`src/rtl/shp_pkg.sv`:
```
package shp_pkg;

  localparam int MAX_CRED_BYTES = 8;
  localparam int MAX_FIELD_LEN  = 127;

  localparam int CRED_W   = 64;
  localparam int CLEN_W   = 4;
  localparam int FIDX_W   = $clog2(MAX_CRED_BYTES + 1);
  localparam int CFG_IDX_W = 3;

  // configuration register indexes
  localparam logic [CFG_IDX_W-1:0] REG_USER_BYTES  = 3'd0;
  localparam logic [CFG_IDX_W-1:0] REG_USER_LENGTH = 3'd1;
  localparam logic [CFG_IDX_W-1:0] REG_PASS_BYTES  = 3'd2;
  localparam logic [CFG_IDX_W-1:0] REG_PASS_LENGTH = 3'd3;
  localparam logic [CFG_IDX_W-1:0] REG_ALLOW_NOAUTH = 3'd4;

  // reply kinds
  localparam logic [1:0] KIND_METHOD  = 2'd0;
  localparam logic [1:0] KIND_AUTH_OK = 2'd1;
  localparam logic [1:0] KIND_CONNECT = 2'd2;
  localparam logic [1:0] KIND_REJECT  = 2'd3;

  // error codes
  localparam logic [2:0] ERR_NONE      = 3'd0;
  localparam logic [2:0] ERR_VERSION   = 3'd1;
  localparam logic [2:0] ERR_NO_METHOD = 3'd2;
  localparam logic [2:0] ERR_AUTH_FMT  = 3'd3;
  localparam logic [2:0] ERR_CRED      = 3'd4;
  localparam logic [2:0] ERR_COMMAND   = 3'd5;
  localparam logic [2:0] ERR_ATYP      = 3'd6;

  // wire values
  localparam logic [7:0] SOCKS_VER     = 8'h05;
  localparam logic [7:0] AUTH_VER      = 8'h01;
  localparam logic [7:0] REQ_CONNECT   = 8'h01;
  localparam logic [7:0] ADDR_V4       = 8'h01;
  localparam logic [7:0] METH_NO_AUTH  = 8'h00;
  localparam logic [7:0] METH_USERPASS = 8'h02;
  localparam logic [7:0] METH_NONE     = 8'hFF;
  localparam logic [7:0] FIELD_LEN_MAX = 8'(MAX_FIELD_LEN);

  typedef enum logic [14:0] {
    PH_VER      = 15'b000000000000001,
    PH_NMETH    = 15'b000000000000010,
    PH_METHODS  = 15'b000000000000100,
    PH_AUTH_VER = 15'b000000000001000,
    PH_ULEN     = 15'b000000000010000,
    PH_UNAME    = 15'b000000000100000,
    PH_PLEN     = 15'b000000001000000,
    PH_PASS     = 15'b000000010000000,
    PH_REQ_VER  = 15'b000000100000000,
    PH_REQ_CMD  = 15'b000001000000000,
    PH_REQ_RSV  = 15'b000010000000000,
    PH_REQ_ATYP = 15'b000100000000000,
    PH_ADDR     = 15'b001000000000000,
    PH_PORT     = 15'b010000000000000,
    PH_IDLE     = 15'b100000000000000
  } phase_t;

  typedef struct packed {
    logic [CRED_W-1:0] user_bytes;
    logic [CLEN_W-1:0] user_length;
    logic [CRED_W-1:0] pass_bytes;
    logic [CLEN_W-1:0] pass_length;
    logic              noauth_en;
  } cfg_t;

  typedef struct packed {
    logic        valid;
    logic [1:0]  kind;
    logic [7:0]  method;
    logic [31:0] ip;
    logic [15:0] port;
    logic [2:0]  err;
  } res_t;

endpackage

```
`src/rtl/shp_cred_match.sv`:
```
module shp_cred_match (
  input  logic [7:0]                  rx_byte,
  input  logic [shp_pkg::CRED_W-1:0]  cred_bytes,
  input  logic [shp_pkg::CLEN_W-1:0]  cred_len,
  input  logic [shp_pkg::FIDX_W-1:0]  idx,
  output logic                        hit
);
  import shp_pkg::*;

  logic [CLEN_W-1:0] pos;
  logic              in_range;
  logic [7:0]        exp_byte;

  // first byte sits highest, so byte idx lives at position len-1-idx
  assign pos      = cred_len - CLEN_W'(1) - CLEN_W'(idx);
  assign in_range = (cred_len <= CLEN_W'(MAX_CRED_BYTES)) && (CLEN_W'(idx) < cred_len);
  assign exp_byte = cred_bytes[{pos[2:0], 3'b000} +: 8];
  assign hit      = in_range && (exp_byte == rx_byte);

endmodule

```
`src/rtl/shp_parser.sv`:
```
module shp_parser (
  input  logic          clk,
  input  logic          rst_n,
  input  logic          step,
  input  logic [7:0]    rx_byte,
  input  logic          session_start,
  input  shp_pkg::cfg_t cfg,
  output shp_pkg::res_t res
);
  import shp_pkg::*;

  phase_t             phase_r, phase_nxt, ph;
  logic [7:0]         bytes_left_r, bytes_left_nxt, bl, bl_dec;
  logic [7:0]         chosen_r, chosen_nxt, cm;
  logic [FIDX_W-1:0]  fidx_r, fidx_nxt, fi, fi_inc;
  logic               match_r, match_nxt, ms;
  logic [31:0]        addr_r, addr_nxt, ad;
  logic [15:0]        port_r, port_nxt, pt;
  logic               use_pass;
  logic [CRED_W-1:0]  cred_bytes;
  logic [CLEN_W-1:0]  cred_len;
  logic               cred_hit;
  logic               start_ok;

  assign use_pass   = (ph == PH_PASS) || (ph == PH_PLEN);
  assign cred_bytes = use_pass ? cfg.pass_bytes : cfg.user_bytes;
  assign cred_len   = use_pass ? cfg.pass_length : cfg.user_length;
  assign start_ok   = (cred_len <= CLEN_W'(MAX_CRED_BYTES)) && (CLEN_W'(rx_byte) == cred_len)
                      && (rx_byte[7:CLEN_W] == '0);

  shp_cred_match u_cred (
    .rx_byte    (rx_byte),
    .cred_bytes (cred_bytes),
    .cred_len   (cred_len),
    .idx        (fi),
    .hit        (cred_hit)
  );

  // session start restarts the parser before this byte is looked at
  always_comb begin
    ph = session_start ? PH_VER : phase_r;
    bl = session_start ? 8'd0 : bytes_left_r;
    cm = session_start ? METH_NONE : chosen_r;
    fi = session_start ? '0 : fidx_r;
    ms = session_start ? 1'b1 : match_r;
    ad = session_start ? 32'd0 : addr_r;
    pt = session_start ? 16'd0 : port_r;
  end

  assign bl_dec = bl - 8'd1;
  // index only matters while below the credential length, so it saturates
  assign fi_inc = (fi == FIDX_W'(MAX_CRED_BYTES)) ? fi : fi + FIDX_W'(1);

  always_comb begin
    phase_nxt      = ph;
    bytes_left_nxt = bl;
    chosen_nxt     = cm;
    fidx_nxt       = fi;
    match_nxt      = ms;
    addr_nxt       = ad;
    port_nxt       = pt;
    res            = '0;
    case (ph)
      PH_VER: begin
        if (rx_byte != SOCKS_VER) begin
          phase_nxt = PH_IDLE;
          res.valid = 1'b1; res.kind = KIND_REJECT; res.err = ERR_VERSION;
        end else begin
          phase_nxt = PH_NMETH;
        end
      end
      PH_NMETH: begin
        chosen_nxt     = METH_NONE;
        bytes_left_nxt = rx_byte;
        if (rx_byte == 8'd0) begin
          phase_nxt = PH_IDLE;
          res.valid = 1'b1; res.kind = KIND_REJECT;
          res.method = METH_NONE; res.err = ERR_NO_METHOD;
        end else begin
          phase_nxt = PH_METHODS;
        end
      end
      PH_METHODS: begin
        if (rx_byte == METH_NO_AUTH && cfg.noauth_en) chosen_nxt = METH_NO_AUTH;
        if (rx_byte == METH_USERPASS) chosen_nxt = METH_USERPASS;
        bytes_left_nxt = bl_dec;
        if (bl_dec == 8'd0) begin
          res.valid = 1'b1;
          if (chosen_nxt == METH_NONE) begin
            phase_nxt = PH_IDLE;
            res.kind = KIND_REJECT; res.method = METH_NONE; res.err = ERR_NO_METHOD;
          end else begin
            phase_nxt  = (chosen_nxt == METH_USERPASS) ? PH_AUTH_VER : PH_REQ_VER;
            res.kind   = KIND_METHOD;
            res.method = chosen_nxt;
          end
        end
      end
      PH_AUTH_VER: begin
        if (rx_byte != AUTH_VER) begin
          phase_nxt = PH_IDLE;
          res.valid = 1'b1; res.kind = KIND_REJECT; res.err = ERR_AUTH_FMT;
        end else begin
          phase_nxt = PH_ULEN;
        end
      end
      PH_ULEN, PH_PLEN: begin
        if (rx_byte > FIELD_LEN_MAX) begin
          phase_nxt = PH_IDLE;
          res.valid = 1'b1; res.kind = KIND_REJECT; res.err = ERR_AUTH_FMT;
        end else begin
          bytes_left_nxt = rx_byte;
          fidx_nxt       = '0;
          match_nxt      = start_ok;
          if (rx_byte == 8'd0) begin
            // empty string is judged on its length byte
            if (!start_ok) begin
              phase_nxt = PH_IDLE;
              res.valid = 1'b1; res.kind = KIND_REJECT; res.err = ERR_CRED;
            end else if (ph == PH_ULEN) begin
              phase_nxt = PH_PLEN;
            end else begin
              phase_nxt = PH_REQ_VER;
              res.valid = 1'b1; res.kind = KIND_AUTH_OK;
            end
          end else begin
            phase_nxt = (ph == PH_ULEN) ? PH_UNAME : PH_PASS;
          end
        end
      end
      PH_UNAME, PH_PASS: begin
        match_nxt      = ms && cred_hit;
        fidx_nxt       = fi_inc;
        bytes_left_nxt = bl_dec;
        if (bl_dec == 8'd0) begin
          if (!(ms && cred_hit)) begin
            phase_nxt = PH_IDLE;
            res.valid = 1'b1; res.kind = KIND_REJECT; res.err = ERR_CRED;
          end else if (ph == PH_UNAME) begin
            phase_nxt = PH_PLEN;
          end else begin
            phase_nxt = PH_REQ_VER;
            res.valid = 1'b1; res.kind = KIND_AUTH_OK;
          end
        end
      end
      PH_REQ_VER: begin
        if (rx_byte != SOCKS_VER) begin
          phase_nxt = PH_IDLE;
          res.valid = 1'b1; res.kind = KIND_REJECT; res.err = ERR_VERSION;
        end else begin
          phase_nxt = PH_REQ_CMD;
        end
      end
      PH_REQ_CMD: begin
        if (rx_byte != REQ_CONNECT) begin
          phase_nxt = PH_IDLE;
          res.valid = 1'b1; res.kind = KIND_REJECT; res.err = ERR_COMMAND;
        end else begin
          phase_nxt = PH_REQ_RSV;
        end
      end
      PH_REQ_RSV: begin
        if (rx_byte != 8'd0) begin
          phase_nxt = PH_IDLE;
          res.valid = 1'b1; res.kind = KIND_REJECT; res.err = ERR_COMMAND;
        end else begin
          phase_nxt = PH_REQ_ATYP;
        end
      end
      PH_REQ_ATYP: begin
        if (rx_byte != ADDR_V4) begin
          phase_nxt = PH_IDLE;
          res.valid = 1'b1; res.kind = KIND_REJECT; res.err = ERR_ATYP;
        end else begin
          addr_nxt       = 32'd0;
          port_nxt       = 16'd0;
          bytes_left_nxt = 8'd4;
          phase_nxt      = PH_ADDR;
        end
      end
      PH_ADDR: begin
        addr_nxt       = {ad[23:0], rx_byte};
        bytes_left_nxt = bl_dec;
        if (bl_dec == 8'd0) begin
          bytes_left_nxt = 8'd2;
          phase_nxt      = PH_PORT;
        end
      end
      PH_PORT: begin
        port_nxt       = {pt[7:0], rx_byte};
        bytes_left_nxt = bl_dec;
        if (bl_dec == 8'd0) begin
          phase_nxt = PH_IDLE;
          res.valid = 1'b1; res.kind = KIND_CONNECT;
          res.ip    = ad;   res.port = {pt[7:0], rx_byte};
        end
      end
      default: begin
        phase_nxt = PH_IDLE;
      end
    endcase
  end

  always_ff @(posedge clk) begin
    if (!rst_n) begin
      phase_r      <= PH_VER;
      bytes_left_r <= 8'd0;
      chosen_r     <= METH_NONE;
      fidx_r       <= '0;
      match_r      <= 1'b1;
      addr_r       <= 32'd0;
      port_r       <= 16'd0;
    end else if (step) begin
      phase_r      <= phase_nxt;
      bytes_left_r <= bytes_left_nxt;
      chosen_r     <= chosen_nxt;
      fidx_r       <= fidx_nxt;
      match_r      <= match_nxt;
      addr_r       <= addr_nxt;
      port_r       <= port_nxt;
    end
  end

endmodule

```
`src/rtl/socks5_handshake_parser.sv`:
```
// an accepted byte sits in the input register, then its result lands in the result register
// and is offered on the out_ side from there
// throughput: one byte per cycle; the input side only stalls while a result
// waits in the result register and out_tready is low
// reset: rst_n low at a clock edge clears the parser to wait for a greeting,
// empties both registers and clears all configuration registers to zero
module socks5_handshake_parser (
  input  logic                           clk,
  input  logic                           rst_n,
  input  logic                           in_tvalid,
  output logic                           in_tready,
  input  logic [7:0]                     in_tdata,  // rx_byte
  input  logic [0:0]                     in_tuser,  // session_start
  output logic                           out_tvalid,
  input  logic                           out_tready,
  output logic [63:0]                    out_tdata, // reply_method, dest_ip, dest_port, error_code
  output logic [1:0]                     out_tuser, // reply_kind
  input  logic                           cfg_we,
  input  logic [shp_pkg::CFG_IDX_W-1:0]  cfg_index,
  input  logic [shp_pkg::CRED_W-1:0]     cfg_data
);
  import shp_pkg::*;

  cfg_t        cfg_r;
  logic        in_valid_r;
  logic [7:0]  in_byte_r;
  logic        in_start_r;
  logic        step;
  res_t        res;
  res_t        out_r;

  // a byte is processed when the result slot is free or being drained
  assign step      = in_valid_r && (!out_r.valid || out_tready);
  assign in_tready = !in_valid_r || step;

  shp_parser u_parser (
    .clk           (clk),
    .rst_n         (rst_n),
    .step          (step),
    .rx_byte       (in_byte_r),
    .session_start (in_start_r),
    .cfg           (cfg_r),
    .res           (res)
  );

  always_ff @(posedge clk) begin
    if (!rst_n) begin
      cfg_r <= '0;
    end else if (cfg_we) begin
      case (cfg_index)
        REG_USER_BYTES:   cfg_r.user_bytes    <= cfg_data;
        REG_USER_LENGTH:  cfg_r.user_length   <= cfg_data[CLEN_W-1:0];
        REG_PASS_BYTES:   cfg_r.pass_bytes    <= cfg_data;
        REG_PASS_LENGTH:  cfg_r.pass_length   <= cfg_data[CLEN_W-1:0];
        REG_ALLOW_NOAUTH: cfg_r.noauth_en     <= cfg_data[0];
        default: ;
      endcase
    end
  end

  always_ff @(posedge clk) begin
    if (!rst_n) begin
      in_valid_r <= 1'b0;
    end else if (in_tready) begin
      in_valid_r <= in_tvalid;
    end
  end

  always_ff @(posedge clk) begin
    if (in_tready && in_tvalid) begin
      in_byte_r  <= in_tdata;
      in_start_r <= in_tuser[0];
    end
  end

  always_ff @(posedge clk) begin
    if (!rst_n) begin
      out_r.valid <= 1'b0;
    end else if (step && res.valid) begin
      out_r.valid <= 1'b1;
    end else if (out_tready) begin
      out_r.valid <= 1'b0;
    end
    if (step && res.valid) begin
      out_r.kind   <= res.kind;
      out_r.method <= res.method;
      out_r.ip     <= res.ip;
      out_r.port   <= res.port;
      out_r.err    <= res.err;
    end
  end

  assign out_tvalid = out_r.valid;
  assign out_tuser  = out_r.kind;
  assign out_tdata  = {5'd0, out_r.err, out_r.port, out_r.ip, out_r.method};

endmodule

```
`config.mk`:
```
export PLATFORM = sky130hd
export DESIGN_NAME = socks5_handshake_parser
export DESIGN_NICKNAME = d
export VERILOG_FILES = /design/src/rtl/shp_pkg.sv /design/src/rtl/shp_cred_match.sv /design/src/rtl/shp_parser.sv /design/src/rtl/socks5_handshake_parser.sv
export SDC_FILE = /design/constraint.sdc
export NUM_CORES = 1
export LEC_CHECK = 0
export BUFFER_PORTS_ARGS = -buffer_cell sky130_fd_sc_hd__buf_2
export CAP_MARGIN = 10
export CORE_MARGIN = 3
export CORE_UTILIZATION = 45
export DETAILED_ROUTE_END_ITERATION = 16
export GPL_TIMING_DRIVEN = 0
export PLACE_DENSITY_LB_ADDON = 0.2
export SLEW_MARGIN = 20
export SYNTH_ARGS = -nofsm -noshare
export SYNTH_HDL_FRONTEND = slang
export SYNTH_HIERARCHICAL = 1
export SYNTH_SLANG_ARGS = --single-unit
```
`constraint.sdc`:
```
create_clock -name clk -period 7.1 [get_ports clk]
set_input_delay 0.71 -clock clk [delete_from_list [all_inputs] [get_ports clk]]
set_output_delay 0.71 -clock clk [all_outputs]
set_load 0.005 [all_outputs]
```
After elaboration in Yosys (flattened, before gate mapping)
Cells that the tools add are included.
{ "totals": {"register_bits": 293, "latch_bits": 0, "ram_bits": 0, "rom_bits": 0, "in_bits": 81, "mem_count": 0} }
{ "classes": {"addsub": 4, "multipliers": 0, "div": 0, "order_cmp": 3, "eq_ne": 26, "n_shift": 1, "mux": 79, "bitwise": 0, "reduce_logical": 31} }
{ "op_table": {"columns": ["op", "n"], "rows": [
  ["15-bit two-way mux", 17],
  ["15-bit one-hot mux with 12 select lines", 1],
  ["8-bit two-way mux", 9],
  ["32-bit two-way mux", 2],
  ["64-bit two-way mux", 1],
  ["32-bit one-hot mux with 2 select lines", 1],
  ["64-bit by 7-bit indexed part select with 8-bit output", 1],
  ["3-bit two-way mux", 20],
  ["8-bit one-hot mux with 5 select lines", 1],
  ["16-bit two-way mux", 2],
  ["16-bit one-hot mux with 2 select lines", 1],
  ["8-bit one-hot mux with 2 select lines", 2],
  ["9-bit two-way mux", 3],
  ["3-bit one-hot mux with 9 select lines", 1],
  ["3-bit one-hot mux with 8 select lines", 1],
  ["11-bit two-way mux", 2],
  ["8-bit by 2-bit == test with 1-bit output (second input constant)", 2],
  ["8-bit zero test", 2],
  ["4-bit two-way mux", 4],
  ["15-bit by 1-bit == test with 1-bit output (second input constant)", 1],
  ["15-bit by 10-bit == test with 1-bit output (second input constant)", 1],
  ["15-bit by 11-bit == test with 1-bit output (second input constant)", 1],
  ["15-bit by 12-bit == test with 1-bit output (second input constant)", 1],
  ["15-bit by 13-bit == test with 1-bit output (second input constant)", 1],
  ["41 further kinds", 66]
]} }

Longest topological paths before layout
Gate-level depths: netlist (run 1).
{ "logic_depth": {"word_depth": 15, "depth_mapped": 23, "ltp_nobuf": 19} }

Modules after synthesis
The synthesis (run 1) kept the hierarchy.
{ "modules_own_cells": {"columns": ["module", "n_inst", "cells_per_inst", "area_each_um2", "seq_area_each_um2"], "rows": [
  ["socks5_handshake_parser", 1, 605, 7449.6, 4884.7],
  ["shp_parser", 1, 681, 5461.5, 1521.5],
  ["shp_cred_match", 1, 69, 797.0, 0.0]
]} }

Least setup slack after synthesis (run 1)
Ideal clock, no wire load.
{ "synth_path": {"path_kind": "register to register", "from": "register u_parser.phase_r[6]", "to": "register out_r, in the netlist out_tdata[0] (enable)", "setup_time_ns": 0.426, "arrival_time_ns": 5.729, "setup_slack_ns": 0.945, "path_stages_with_launch": 23, "synth_period_minus_slack_ns": 6.155, "cell_sequence": "dfxtp_1 -> buf_2 -> xnor2_1 -> nor2_1 -> nand2_4 -> clkbuf_1 -> clkbuf_1 -> o21ai_0 -> ha_1 -> fa_1 -> buf_2 -> buf_2 -> mux4_2 -> o221ai_1 -> o32ai_2 -> o2111ai_1 -> nor4_2 -> o21ai_0 -> nor4_1 -> nor3_1 -> nor2_1 -> nand3_1 -> and3_1"} }
{ "synth_rtl": {"columns": ["item", "line_no", "text"], "rows": [
  ["start: declaration", "shp_parser.sv:12", "phase_t phase_r, phase_nxt, ph;"],
  ["start signal: assignment", "shp_parser.sv:215", "phase_r <= phase_nxt;"],
  ["end: declaration", "socks5_handshake_parser.sv:30", "res_t out_r;"]
]} }

==> results by group, run 1 <==
Yosys
  • Number of enable flip-flop cells after synthesis: 70
  • Main synth FF type: dfxtp_1
  • Register bit total from synthesis: 285
  • Ys async rst share: 0%
  • Synth unique cells: 75
  • Yosys warning total: 6
  • Post-synthesis sequential area ratio: 46.7%
  • Syn Inst Count: 1355
  • Post-Syn Area: between 0.01 and 0.015 mm2
  • Avg Cell Area, Syn: 10.1 um2

Power and ir drop
  • Comb power frac: ~6.7%
  • Maximum vdd drop: 177 uV
  • Sequential share of power: about half
  • Clk pwr share: 44.9%
  • Leakage: 6.74 nW
  • Net switching power: 0.000805 W
  • Pint: 0.00274 W
  • Power Dens Cells: 222 mW/mm2
  • Sw Ratio: 22.7%

Final layout
  • Post-Layout Inst Area: 0.0160 mm2
  • Ant diodes: 0
  • Fillers: 2752
  • Nets: 1626
  • P&R area growth vs syn: 16.4%
  • Commonest cells after routing, fill and taps aside: nand2_1 (244), dfxtp_1 (215), buf_2 (157)
  • Fin cells: 1947
  • Most common cell after layout, fill and taps aside: nand2_1
  • Layout cells sized above 1: 21.7%

Setup path
  • Critical path endpoint category: flip-flop
  • Critical Path Source Type: flip-flop
  • Setup CP Type: reg -> reg
  • Required time of the critical path: 7.38 ns
  • Worst EP arrival: 7.08 ns
  • Reg2reg path depth: 23
  • Worst-path fanout max: 48

Placed design
  • DP Worst Slack: -0.00890 ns
  • DP Cell Count: 1892
  • Gpl congestion: 0.924
  • PortBufs: 142
  • DP Area: 0.0149 mm2
  • HPWL Detailed: 27100 um

Timing
  • Final min period: 6.79 ns
  • Worst hold slack: 0.336 ns
  • Final hold viol count: 0
  • Fin worst setup slack: between 0.3 and 0.4 ns
  • FMAX: roughly 0.15 GHz
  • RSZ-0062 raised after global routing: false
  • Clk_skew: around 0.009 ns
  • Final period util: 95.7%
  • Slew Limit Fails: 0
  • Setup-failing EPs final: 0
  • Max-slew headroom: 39.3%
  • Worst-Margin Slew: 0.903 ns
  • Setup TNS Final: 0 ns

Floorplan
  • Die Footprint: 0.0326 mm2
  • DIE HEIGHT: 181 um
  • Initial core utilization: 46.0%
  • Die Width: 181 um
  • IO Pins: 149
  • Core ar.: 0.0298 mm2
  • Placement Rows: 63

Clock network
  • Post-CTS setup buffers: 0
  • CTS tree: built
  • CTS clock-pin slew for the worst setup and hold paths: 0.06 ns
  • CTS Root Cell: clkbuf_16
  • H-tree Lvls: 1
  • Skew-Pair Late Insertion Delay: 0.56 ns
  • Post-cts gate resize count: 1
  • Worst-case clock buffer depth: 3
  • CTS Buf Count: 31
  • Hold Buf Count CTS: 0
  • Sink Count: 285

Global route
  • Met1 usage: 28.9%
  • First-pass GRT wire length: between 50000 and 60000 um
  • Gr busiest metal: met2
  • Met3 Usage GRT: 3.01%
  • Largest net degree at the start of global routing: 49
  • GRT overflow: 0
  • Initial antenna violation count: 0
  • GR Util All Layers: 21.8%
  • Vias in the first global route: 10500
  • Met2 usage: 37.1%

Drt
  • Initial DRC Count: between 700 and 800
  • Routed wire length: about 37000 um
  • Via count: approximately 11000
  • Drt via density: about 5.6
  • Count of TritonRoute iterations in the first routing pass: 5
  • WL/cell: between 15 and 20 um
  • Post-route ant nets: 0
  • Post-route DRC violation count: 0

Min path
  • WHS Path Cells: 1
  • Hold Path Class: in -> reg

Status
  • Status: finished clean

Job
  • Max-cap violations: 0
[synthesized netlist by cell type (9+ instances only)]
cell | number | share of area [%]
inv_1 | 18 | 0.49
buf_2 | 15 | 0.55
mux2i_1 | 141 | 10
clkbuf_1 | 62 | 1.7
nor3_1 | 15 | 0.55
ha_1 | 9 | 0.82
dfxtp_1 | 215 | 31
a22oi_1 | 44 | 2.4
xor2_1 | 9 | 0.58
mux2_2 | 68 | 5.6
buf_4 | 16 | 0.88
mux4_2 | 18 | 3.0
edfxtp_1 | 70 | 15
nor2_1 | 47 | 1.3
o21ai_0 | 45 | 1.6
nand3_1 | 27 | 0.99
nor2b_1 | 50 | 2.3
nand2_1 | 244 | 6.7
nand4_1 | 9 | 0.41
a21oi_1 | 19 | 0.69
nor4_1 | 13 | 0.59
and3_1 | 56 | 2.6
[final cells by class]
class	instances	area (um2)	area share, %
plain buffers	105	594	3.72
clock buffers	44	875	5.48
clock inverters	11	129	0.808
inverters	18	67.6	0.423
multi-input cells	951	6670	41.8
flip-flops and latches	285	6410	40.1
well taps	390	488	3.06
repair buffers	143	731	4.58
[state kept, by name, summed over array words and instances (netlist names)]
register,flops
cfg_r,137
u_parser/chosen_r,8
u_parser/match_r,1
u_parser/port_r,8
in_valid_r,1
u_parser/phase_r,15
u_parser/addr_r,32
out_tuser,2
u_parser/bytes_left_r,8
in_byte_r,8
u_parser/fidx_r,4
in_start_r,1
out_tvalid,1
out_tdata,59
[worst paths after layout]
path | start | end | slack (ns)
setup / recovery | u_parser/phase_r[6]$_SDFFE_PN0P_ | out_tdata[5]$_DFFE_PP_ | 0.31
hold / removal | in_tdata[0] | in_byte_r[0]$_DFFE_PP_ | 0.34
setup reg to reg | u_parser/phase_r[6]$_SDFFE_PN0P_ | out_tdata[5]$_DFFE_PP_ | 0.31
hold reg to reg | cfg_r[29]$_SDFFE_PN0P_ | cfg_r[29]$_SDFFE_PN0P_ | 0.46
[layer usage]
metal  wire [um]  share of wire, %
met1       16000                43
met2       17800                48
met3        2160               5.8
met4        1210               3.2
met5           0                 0
[cell families after synthesis]
| family | share of synthesized area [%] |
|---|---|
| adders and majority gates | 0.968 |
| buffers and inverters | 4.82 |
| xor gates and xnor gates | 1.09 |
| muxes | 18.8 |
| and+or+nand+nor | 18.7 |
| DFF | 46.7 |
| AOI/OAI and AO/OA | 8.81 |
| other | 0.0274 |
[power by group through the flow]
stage          clock [W]  combinational, W  sequential (W)
6_report         0.00159          0.000239         0.00171
5_1_grt          0.00169          0.000260         0.00172
4_1_cts          0.00162          0.000239         0.00171
3_5_place_dp           0          0.000238         0.00175
3_3_place_gp           0          0.000233         0.00175
2_1_floorplan          0          0.000149         0.00174
[worst max-delay path, stage by stage, from the launching register on]
cell,delay [ns]
dfxtp_1,0.38
buf_2,0.25
xnor2_1,0.16
nor2_1,0.10
nand2_4,0.14
clkbuf_1,0.47
clkbuf_2,0.40
o21ai_1,0.18
ha_1,0.24
fa_1,0.47
buf_2,0.30
buf_2,0.34
mux4_2,0.39
xnor2_1,0.16
nor4_1,0.18
a31oi_1,0.10
nor4_2,0.45
o21ai_0,0.39
nor4_2,0.41
nor3_1,0.08
nor2_1,0.17
nand3_1,0.17
and3_4,0.31
buf_12,0.21
[through the flow]
step / util [%] / total power (W)
global placement: 50.1 / 0.00198
floorplan: - / 0.00189
CTS: 53.5 / 0.00357
detailed placement: 50.2 / 0.00199
global route: 53.6 / 0.00366
finish: 53.6 / 0.00354
(Power assumes the default switching activity.)
==> run 2, diff against run 1 <==
--- a/config.mk
+++ b/config.mk
@@ -11,7 +11,7 @@
 export CORE_UTILIZATION = 45
 export DETAILED_ROUTE_END_ITERATION = 16
 export GPL_TIMING_DRIVEN = 0
-export PLACE_DENSITY_LB_ADDON = 0.2
+export PLACE_DENSITY = 0.75
 export SLEW_MARGIN = 20
 export SYNTH_ARGS = -nofsm -noshare
 export SYNTH_HDL_FRONTEND = slang
==> run 2 against run 1 <==
Compared with the run above:
- hold slack got worse by 0.011 ns
- fmax rose by 2.1%
- non-clock buffer count down 2
- sequential share of layout area grew 0.10 points
- clock skew increased by 0.018 ns
- total power fell by 1.2%
- utilization shrank 0.13 points
- critical path depth down 2
- clock power shrank 3%
- via count rose by 1.2%
- cell count is the same
- largest cell class unchanged
==> results by group, run 2 (synthesis gave the netlist of run 1 again) <==
Status
  • Status: finished clean

Setup path
  • Reg-to-Reg Start: u_parser/phase_r[9]$_SDFFE_PN0P_
  • Reg-to-Reg End: out_tdata[2]$_DFFE_PP_
  • Critical path origin: u_parser/phase_r[9]$_SDFFE_PN0P_
  • Worst-path fanout max: 61 (+27%)
  • Required time of the critical path: 7.30 ns (-0.08 ns)
  • End of the critical path: out_tdata[2]$_DFFE_PP_
  • Setup CP Type: reg -> reg
  • Reg2reg path depth: 21 (-8.7%)
  • Critical path endpoint category: flip-flop
  • Critical Path Source Type: flip-flop
  • Worst reg2reg setup slack: 0.45 ns (+0.14 ns)
  • Worst EP arrival: 6.85 ns (-0.23 ns)

Clock network
  • Worst-case clock buffer depth: 3 (unchanged)
  • CTS Root Cell: clkbuf_16
  • CTS clock-pin slew for the worst setup and hold paths: 0.06 ns (about the same)
  • H-tree Lvls: 1 (unchanged)
  • Sink Count: 285 (unchanged)
  • CTS Buf Count: 30 (-3.2%)
  • Skew-Pair Late Insertion Delay: 0.56 ns (about the same)
  • Post-CTS setup buffers: 0 (unchanged)
  • CTS tree: built

Placed design
  • Gpl congestion: 0.949 (+2.7%)
  • DP Area: 0.0149 mm2 (-0.13%)
  • PortBufs: 142 (unchanged)
  • HPWL Detailed: 26600 um (-1.6%)
  • DP Cell Count: 1891 (-0.053%)

Final layout
  • Commonest cells after routing, fill and taps aside: nand2_1 (244), dfxtp_1 (215), buf_2 (157)
  • Largest register FFs: 137 (unchanged)
  • Nets: 1623 (-0.18%)
  • Post-Layout Inst Area: 0.0159 mm2 (-0.25%)
  • Final core occ: 53.4% (-0.13 points)
  • Fin cells: 1947 (unchanged)
  • Largest Register: cfg_r
  • P&R area growth vs syn: 16.1%
  • Most common cell after layout, fill and taps aside: nand2_1
  • Layout cells sized above 1: 21.8% (+0.078 points)

Floorplan
  • IO Pins: 149 (unchanged)
  • Die Footprint: 0.0326 mm2 (unchanged)
  • Initial core utilization: 46.0% (unchanged)
  • Core ar.: 0.0298 mm2 (unchanged)
  • DIE HEIGHT: 181 um (unchanged)
  • Die Width: 181 um (unchanged)
  • Placement Rows: 63 (unchanged)

Drt
  • Post-route DRC violation count: 0 (unchanged)
  • WL/cell: 18.8 um (-1.4%)
  • Via count: 11000 (+1.2%)
  • Post-route ant nets: 0 (unchanged)
  • Count of TritonRoute iterations in the first routing pass: 5 (unchanged)
  • Drt via density: 5.63 (+1.2%)
  • Routed wire length: 36600 um (-1.4%)
  • Initial DRC Count: 887 (+17%)

Power and ir drop
  • Sequential share of power: 48.9% (+0.6 points)
  • Net switching power: 0.000809 W (+0.51%)
  • Leakage: 6.72 nW (-0.32%)
  • Maximum vdd drop: 165 uV (-7.2%)
  • Comb power frac: 6.8% (about the same)
  • Total power: 0.00350 W (-1.2%)
  • Power Dens Cells: 220 mW/mm2 (-0.91%)
  • Sw Ratio: 23.1% (+0.38 points)
  • Clk pwr share: 44.3% (-0.6 points)
  • Pint: 0.00269 W (-1.7%)

Timing
  • Clk_skew: 0.0276 ns (+0.0184 ns)
  • Worst-Margin Slew: 0.965 ns (+0.0626 ns)
  • Final period util: 93.7% (-2.0 points)
  • FMAX: 0.150 GHz (+2.1%)
  • RSZ-0062 raised after global routing: false
  • Setup-failing EPs final: 0 (unchanged)
  • Setup TNS Final: 0 ns (unchanged)
  • Slew Limit Fails: 0 (unchanged)
  • Max-slew headroom: 35.0% (-4.2 points)
  • Final hold viol count: 0 (unchanged)
  • Final min period: 6.65 ns (-0.141 ns)

Job
  • Max-cap violations: 0 (unchanged)

Global route
  • GR Util All Layers: 21.7% (-0.13 points)
  • Vias in the first global route: 10800 (+3.2%)
  • Largest net degree at the start of global routing: 62 (+27%)
  • First-pass GRT wire length: 58300 um (+0.44%)
  • Initial antenna violation count: 1 (+1)
  • GRT overflow: 0 (unchanged)

Min path
  • Hold Path Class: in -> reg
==> run 2: changes by cell type in the layout (fill, tap and decap cells not counted), sizes merged <==
cell	change
diode	+1
clkbuf	-3
clkinv	+3
buf	-2
clkinvlp	+1
==> run 2: worst max-delay path, cell delays in order, from the launching register on <==
cell	delay, ns
dfxtp_1	0.29
buf_4	0.16
nor4_4	0.44
and4_4	0.34
nand2_4	0.16
clkbuf_2	0.28
o21ai_0	0.41
ha_1	0.27
fa_1	0.42
buf_2	0.24
buf_2	0.24
mux4_2	0.34
xnor2_1	0.14
nor4_1	0.21
a31oi_1	0.10
nor4_2	0.41
o21ai_0	0.38
nor4_2	0.43
nor3_1	0.10
nor2_1	0.14
nand3_1	0.23
and3_4	0.48
==> run 2: area by class of cell <==
| type | instances | area, um2 |
|---|---|---|
| sequential | 285 | 6410 |
| clock inverter | 15 | 171 |
| clock buffer | 41 | 812 |
| antenna | 1 | 2.50 |
| tap | 390 | 488 |
| buffer | 104 | 592 |
| timing repair buffer | 142 | 711 |
| fill | 2679 | 13900 |
| inverter | 18 | 67.6 |
| multi-input combinational | 951 | 6670 |
==> run 2: what timing repair did <==
item	4_1_cts	5_1_grt
endpoints found under the setup margin	61	61
hold buffers	0	0
resized for setup	1	2
==> run 2: how the worst min path moves through the flow <==
stage                       startpoint                      end  slack (ns)  cells past startpoint
6_report                   in_tdata[3]   in_byte_r[3]$_DFFE_PP_        0.32                      1
5_1_grt                    in_tdata[3]   in_byte_r[3]$_DFFE_PP_        0.30                      1
4_1_cts                    in_tdata[3]   in_byte_r[3]$_DFFE_PP_        0.30                      1
3_5_place_dp    cfg_r[92]$_SDFFE_PN0P_   cfg_r[92]$_SDFFE_PN0P_        0.44                      2
3_3_place_gp   cfg_r[134]$_SDFFE_PN0P_  cfg_r[134]$_SDFFE_PN0P_        0.44                      2
2_1_floorplan  cfg_r[100]$_SDFFE_PN0P_  cfg_r[100]$_SDFFE_PN0P_        0.43                      2
==> run 2: power by group through the flow <==
stage / clock (W) / combinational, W / sequential, W
floorplan: 0 / 0.000149 / 0.00174
global placement: 0 / 0.000230 / 0.00175
detailed placement: 0 / 0.000234 / 0.00175
CTS: 0.00159 / 0.000236 / 0.00171
global route: 0.00166 / 0.000258 / 0.00172
finish: 0.00155 / 0.000237 / 0.00171
==> run 2: routing by layer <==
metal / vias up / wire [um] / part of all wire [%] / GRT usage [%]
met2: 445 / 17400 / 48 / 36.2
met1: 5210 / 14900 / 41 / 28.2
met5: - / 0 / 0 / 0
li1: 5222 / - / - / -
met4: 0 / 1410 / 3.8 / 8.17
met3: 87 / 2880 / 7.9 / 3.75
==> run 2: per-stage QoR <==
step / hold slack, ns / setup WS, ns
6_report: 0.324 / 0.447
4_1_cts: 0.301 / 0.121
5_1_grt: 0.302 / 0.0320
2_1_floorplan: 0.431 / 0.945
3_3_place_gp: 0.438 / -0.872
3_5_place_dp: 0.445 / 0.00328
==> run 3, diff against run 2 <==
--- a/config.mk
+++ b/config.mk
@@ -11,7 +11,7 @@
 export CORE_UTILIZATION = 45
 export DETAILED_ROUTE_END_ITERATION = 16
 export GPL_TIMING_DRIVEN = 0
-export PLACE_DENSITY = 0.75
+export PLACE_DENSITY = 0.65
 export SLEW_MARGIN = 20
 export SYNTH_ARGS = -nofsm -noshare
 export SYNTH_HDL_FRONTEND = slang
==> run 3 against run 2 <==
Compared with the run above:
- combinational power about the same
- first-iteration DRC count fell by 3.3%
- critical path depth rose by 1
- non-clock buffer count rose by 1
- utilization grew 0.080 points
- clock skew is 0.019 ns lower
- clock power about the same
==> results by group, run 3 (synthesis gave the netlist of run 1 again) <==
Status
  • Status: finished clean

Power and ir drop
  • Power Dens Cells: 220 mW/mm2 (-0.23%)
  • Maximum vdd drop: 170 uV (+3.1%)
  • Clk pwr share: 44.2% (about the same)
  • Leakage: 6.73 nW (+0.13%)
  • Sw Ratio: 23.1% (+0.053 points)
  • Pint: 0.00269 W (-0.15%)
  • Sequential share of power: 48.9% (about the same)
  • Net switching power: 0.000810 W (+0.15%)
  • Comb power frac: 6.8% (about the same)

Setup path
  • Required time of the critical path: 7.39 ns (+0.09 ns)
  • Critical Path Max Stage Delay: 0.49 ns (about the same)
  • Worst-path fanout max: 32 (-48%)
  • Critical path endpoint category: flip-flop
  • WP buf/inv: 5 (+1)
  • Slowest-stage cell, CP: nor4_4
  • Worst EP arrival: 7.01 ns (+0.16 ns)
  • CP Cell Sequence: buf_4 > nor4_4 > and4_4 > nand2_4 > clkbuf_2 > o21ai_1 > ha_1 > fa_1 > buf_2 > buf_2 > mux4_2 > xnor2_1 > nor4_1 > a31oi_1 > nor4_2 > o21ai_0 > nor4_2 > nor3_1 > nor2_1 > nand3_1 > and3_4 > buf_12
  • Crit-path leading delay family: simple AND/OR/NAND/NOR gates
  • Setup CP Type: reg -> reg
  • Critical Path Source Type: flip-flop

Clock network
  • Worst-case clock buffer depth: 3 (unchanged)
  • CTS tree: built
  • CTS clock-pin slew for the worst setup and hold paths: 0.06 ns (about the same)
  • H-tree Lvls: 1 (unchanged)
  • Post-CTS setup buffers: 0 (unchanged)
  • Skew-Pair Late Insertion Delay: 0.55 ns (about the same)
  • Sink Count: 285 (unchanged)
  • CTS Buf Count: 30 (unchanged)
  • Hold Buf Count CTS: 0 (unchanged)
  • CTS Root Cell: clkbuf_16

Floorplan
  • Initial core utilization: 46.0% (unchanged)
  • DIE HEIGHT: 181 um (unchanged)
  • Die Width: 181 um (unchanged)
  • Placement Rows: 63 (unchanged)
  • Core ar.: 0.0298 mm2 (unchanged)
  • IO Pins: 149 (unchanged)
  • Die Footprint: 0.0326 mm2 (unchanged)

Final layout
  • P&R area growth vs syn: 16.3%
  • Commonest cells after routing, fill and taps aside: nand2_1 (244), dfxtp_1 (215), buf_2 (157)
  • Ant diodes: 0 (-1)
  • Largest Register: cfg_r
  • Layout cells sized above 1: 21.9% (+0.11 points)
  • Largest register FFs: 137 (unchanged)
  • Nets: 1624 (+0.062%)
  • Fin cells: 1947 (unchanged)
  • Most common cell after layout, fill and taps aside: nand2_1

Timing
  • RSZ-0062 raised after global routing: false
  • Setup-failing EPs final: 0 (unchanged)
  • Worst hold slack: 0.339 ns (+0.0145 ns)
  • Final period util: 94.6% (+0.86 points)
  • Final min period: 6.71 ns (+0.0613 ns)
  • Clk_skew: 0.00905 ns (-0.0185 ns)
  • Max-slew headroom: 34.8% (-0.22 points)
  • Slew Limit Fails: 0 (unchanged)
  • Final hold viol count: 0 (unchanged)
  • Setup TNS Final: 0 ns (unchanged)
  • FMAX: 0.149 GHz (-0.91%)
  • Fin worst setup slack: 0.386 ns (-0.0613 ns)
  • Worst-Margin Slew: 0.969 ns (+0.00334 ns)

Drt
  • Initial DRC Count: 858 (-3.3%)
  • Count of TritonRoute iterations in the first routing pass: 6 (+1)
  • Post-route DRC violation count: 0 (unchanged)
  • Post-route ant nets: 0 (unchanged)
  • Drt via density: 5.55 (-1.5%)
  • Via count: 10800 (-1.5%)
  • Routed wire length: 37100 um (+1.3%)
  • WL/cell: 19.0 um (+1.3%)

Global route
  • Vias in the first global route: 10500 (-2.6%)
  • GRT overflow: 0 (unchanged)
  • First-pass GRT wire length: 58100 um (-0.21%)
  • GR Util All Layers: 21.8% (+0.13 points)
  • Largest net degree at the start of global routing: 33 (-47%)
  • Initial antenna violation count: 0 (-1)

Placed design
  • DP Cell Count: 1892 (+0.053%)
  • PortBufs: 142 (unchanged)
  • DP Worst Slack: -0.0813 ns (-0.0846 ns)
  • Gpl congestion: 0.923 (-2.8%)
  • HPWL Detailed: 27000 um (+1.5%)

Min path
  • Hold Path Class: in -> reg

Job
  • Max-cap violations: 0 (unchanged)
[run 3: worst paths after layout]
check | start | endpoint | slack (ns) | cells after the start
worst max-delay path | u_parser/phase_r[9]$_SDFFE_PN0P_ | out_tdata[0]$_DFFE_PP_ | 0.39 | 22
worst max register to register | u_parser/phase_r[9]$_SDFFE_PN0P_ | out_tdata[0]$_DFFE_PP_ | 0.39 | 22
worst min register to register | cfg_r[112]$_SDFFE_PN0P_ | cfg_r[112]$_SDFFE_PN0P_ | 0.45 | 2
worst min-delay path | in_tdata[7] | in_byte_r[7]$_DFFE_PP_ | 0.34 | 1
[run 3: per-layer routing]
metal | vias to the layer above | share of wire, % | track usage [%]
li1 | 5223 | - | -
met1 | 5081 | 43 | 29.3
met2 | 407 | 47 | 36.6
met3 | 89 | 6.2 | 3.03
met4 | 0 | 3.4 | 6.72
met5 | - | 0 | 0
[run 3: power groups by stage]
stage,clock network [W],registers (W),logic [W]
after detailed placement,0,0.00175,0.000237
final,0.00155,0.00171,0.000239
after global routing,0.00164,0.00172,0.000260
after CTS,0.00158,0.00171,0.000239
after floorplan,0,0.00174,0.000149
after global placement,0,0.00175,0.000233
[run 3: area by class of cell]
| type | count | area, um2 |
|---|---|---|
| inverter | 18 | 67.6 |
| clock buffer | 44 | 895 |
| timing repair buffer | 143 | 731 |
| clock inverter | 12 | 96.3 |
| fill | 2728 | 13900 |
| tap | 390 | 488 |
| multi-input combinational | 951 | 6670 |
| sequential | 285 | 6410 |
| buffer | 104 | 591 |
[run 3: timing repair]
action                     in CTS  in global routing
setup endpoints to repair      32                 61
pin swaps                       0                  0
resized for setup               1                  2
[run 3: worst register-to-register path: cells and delay by family, from the launching register on]
family / cells / cell delay (ns)
simple gates: 10 / 3.04
buf+inv: 5 / 1.18
compound gates: 3 / 0.82
fa+ha+maj: 2 / 0.63
mux: 1 / 0.35
flops: 1 / 0.30
xor+xnor: 1 / 0.14
[run 3: metrics by stage]
step,power [W],area (um2),util (%)
final,0.00350,15900,53.5
after global routing,0.00362,15900,53.5
after CTS,0.00353,15900,53.5
after detailed placement,0.00199,14900,50.2
after global placement,0.00198,14900,50.1
after floorplan,0.00189,13700,-
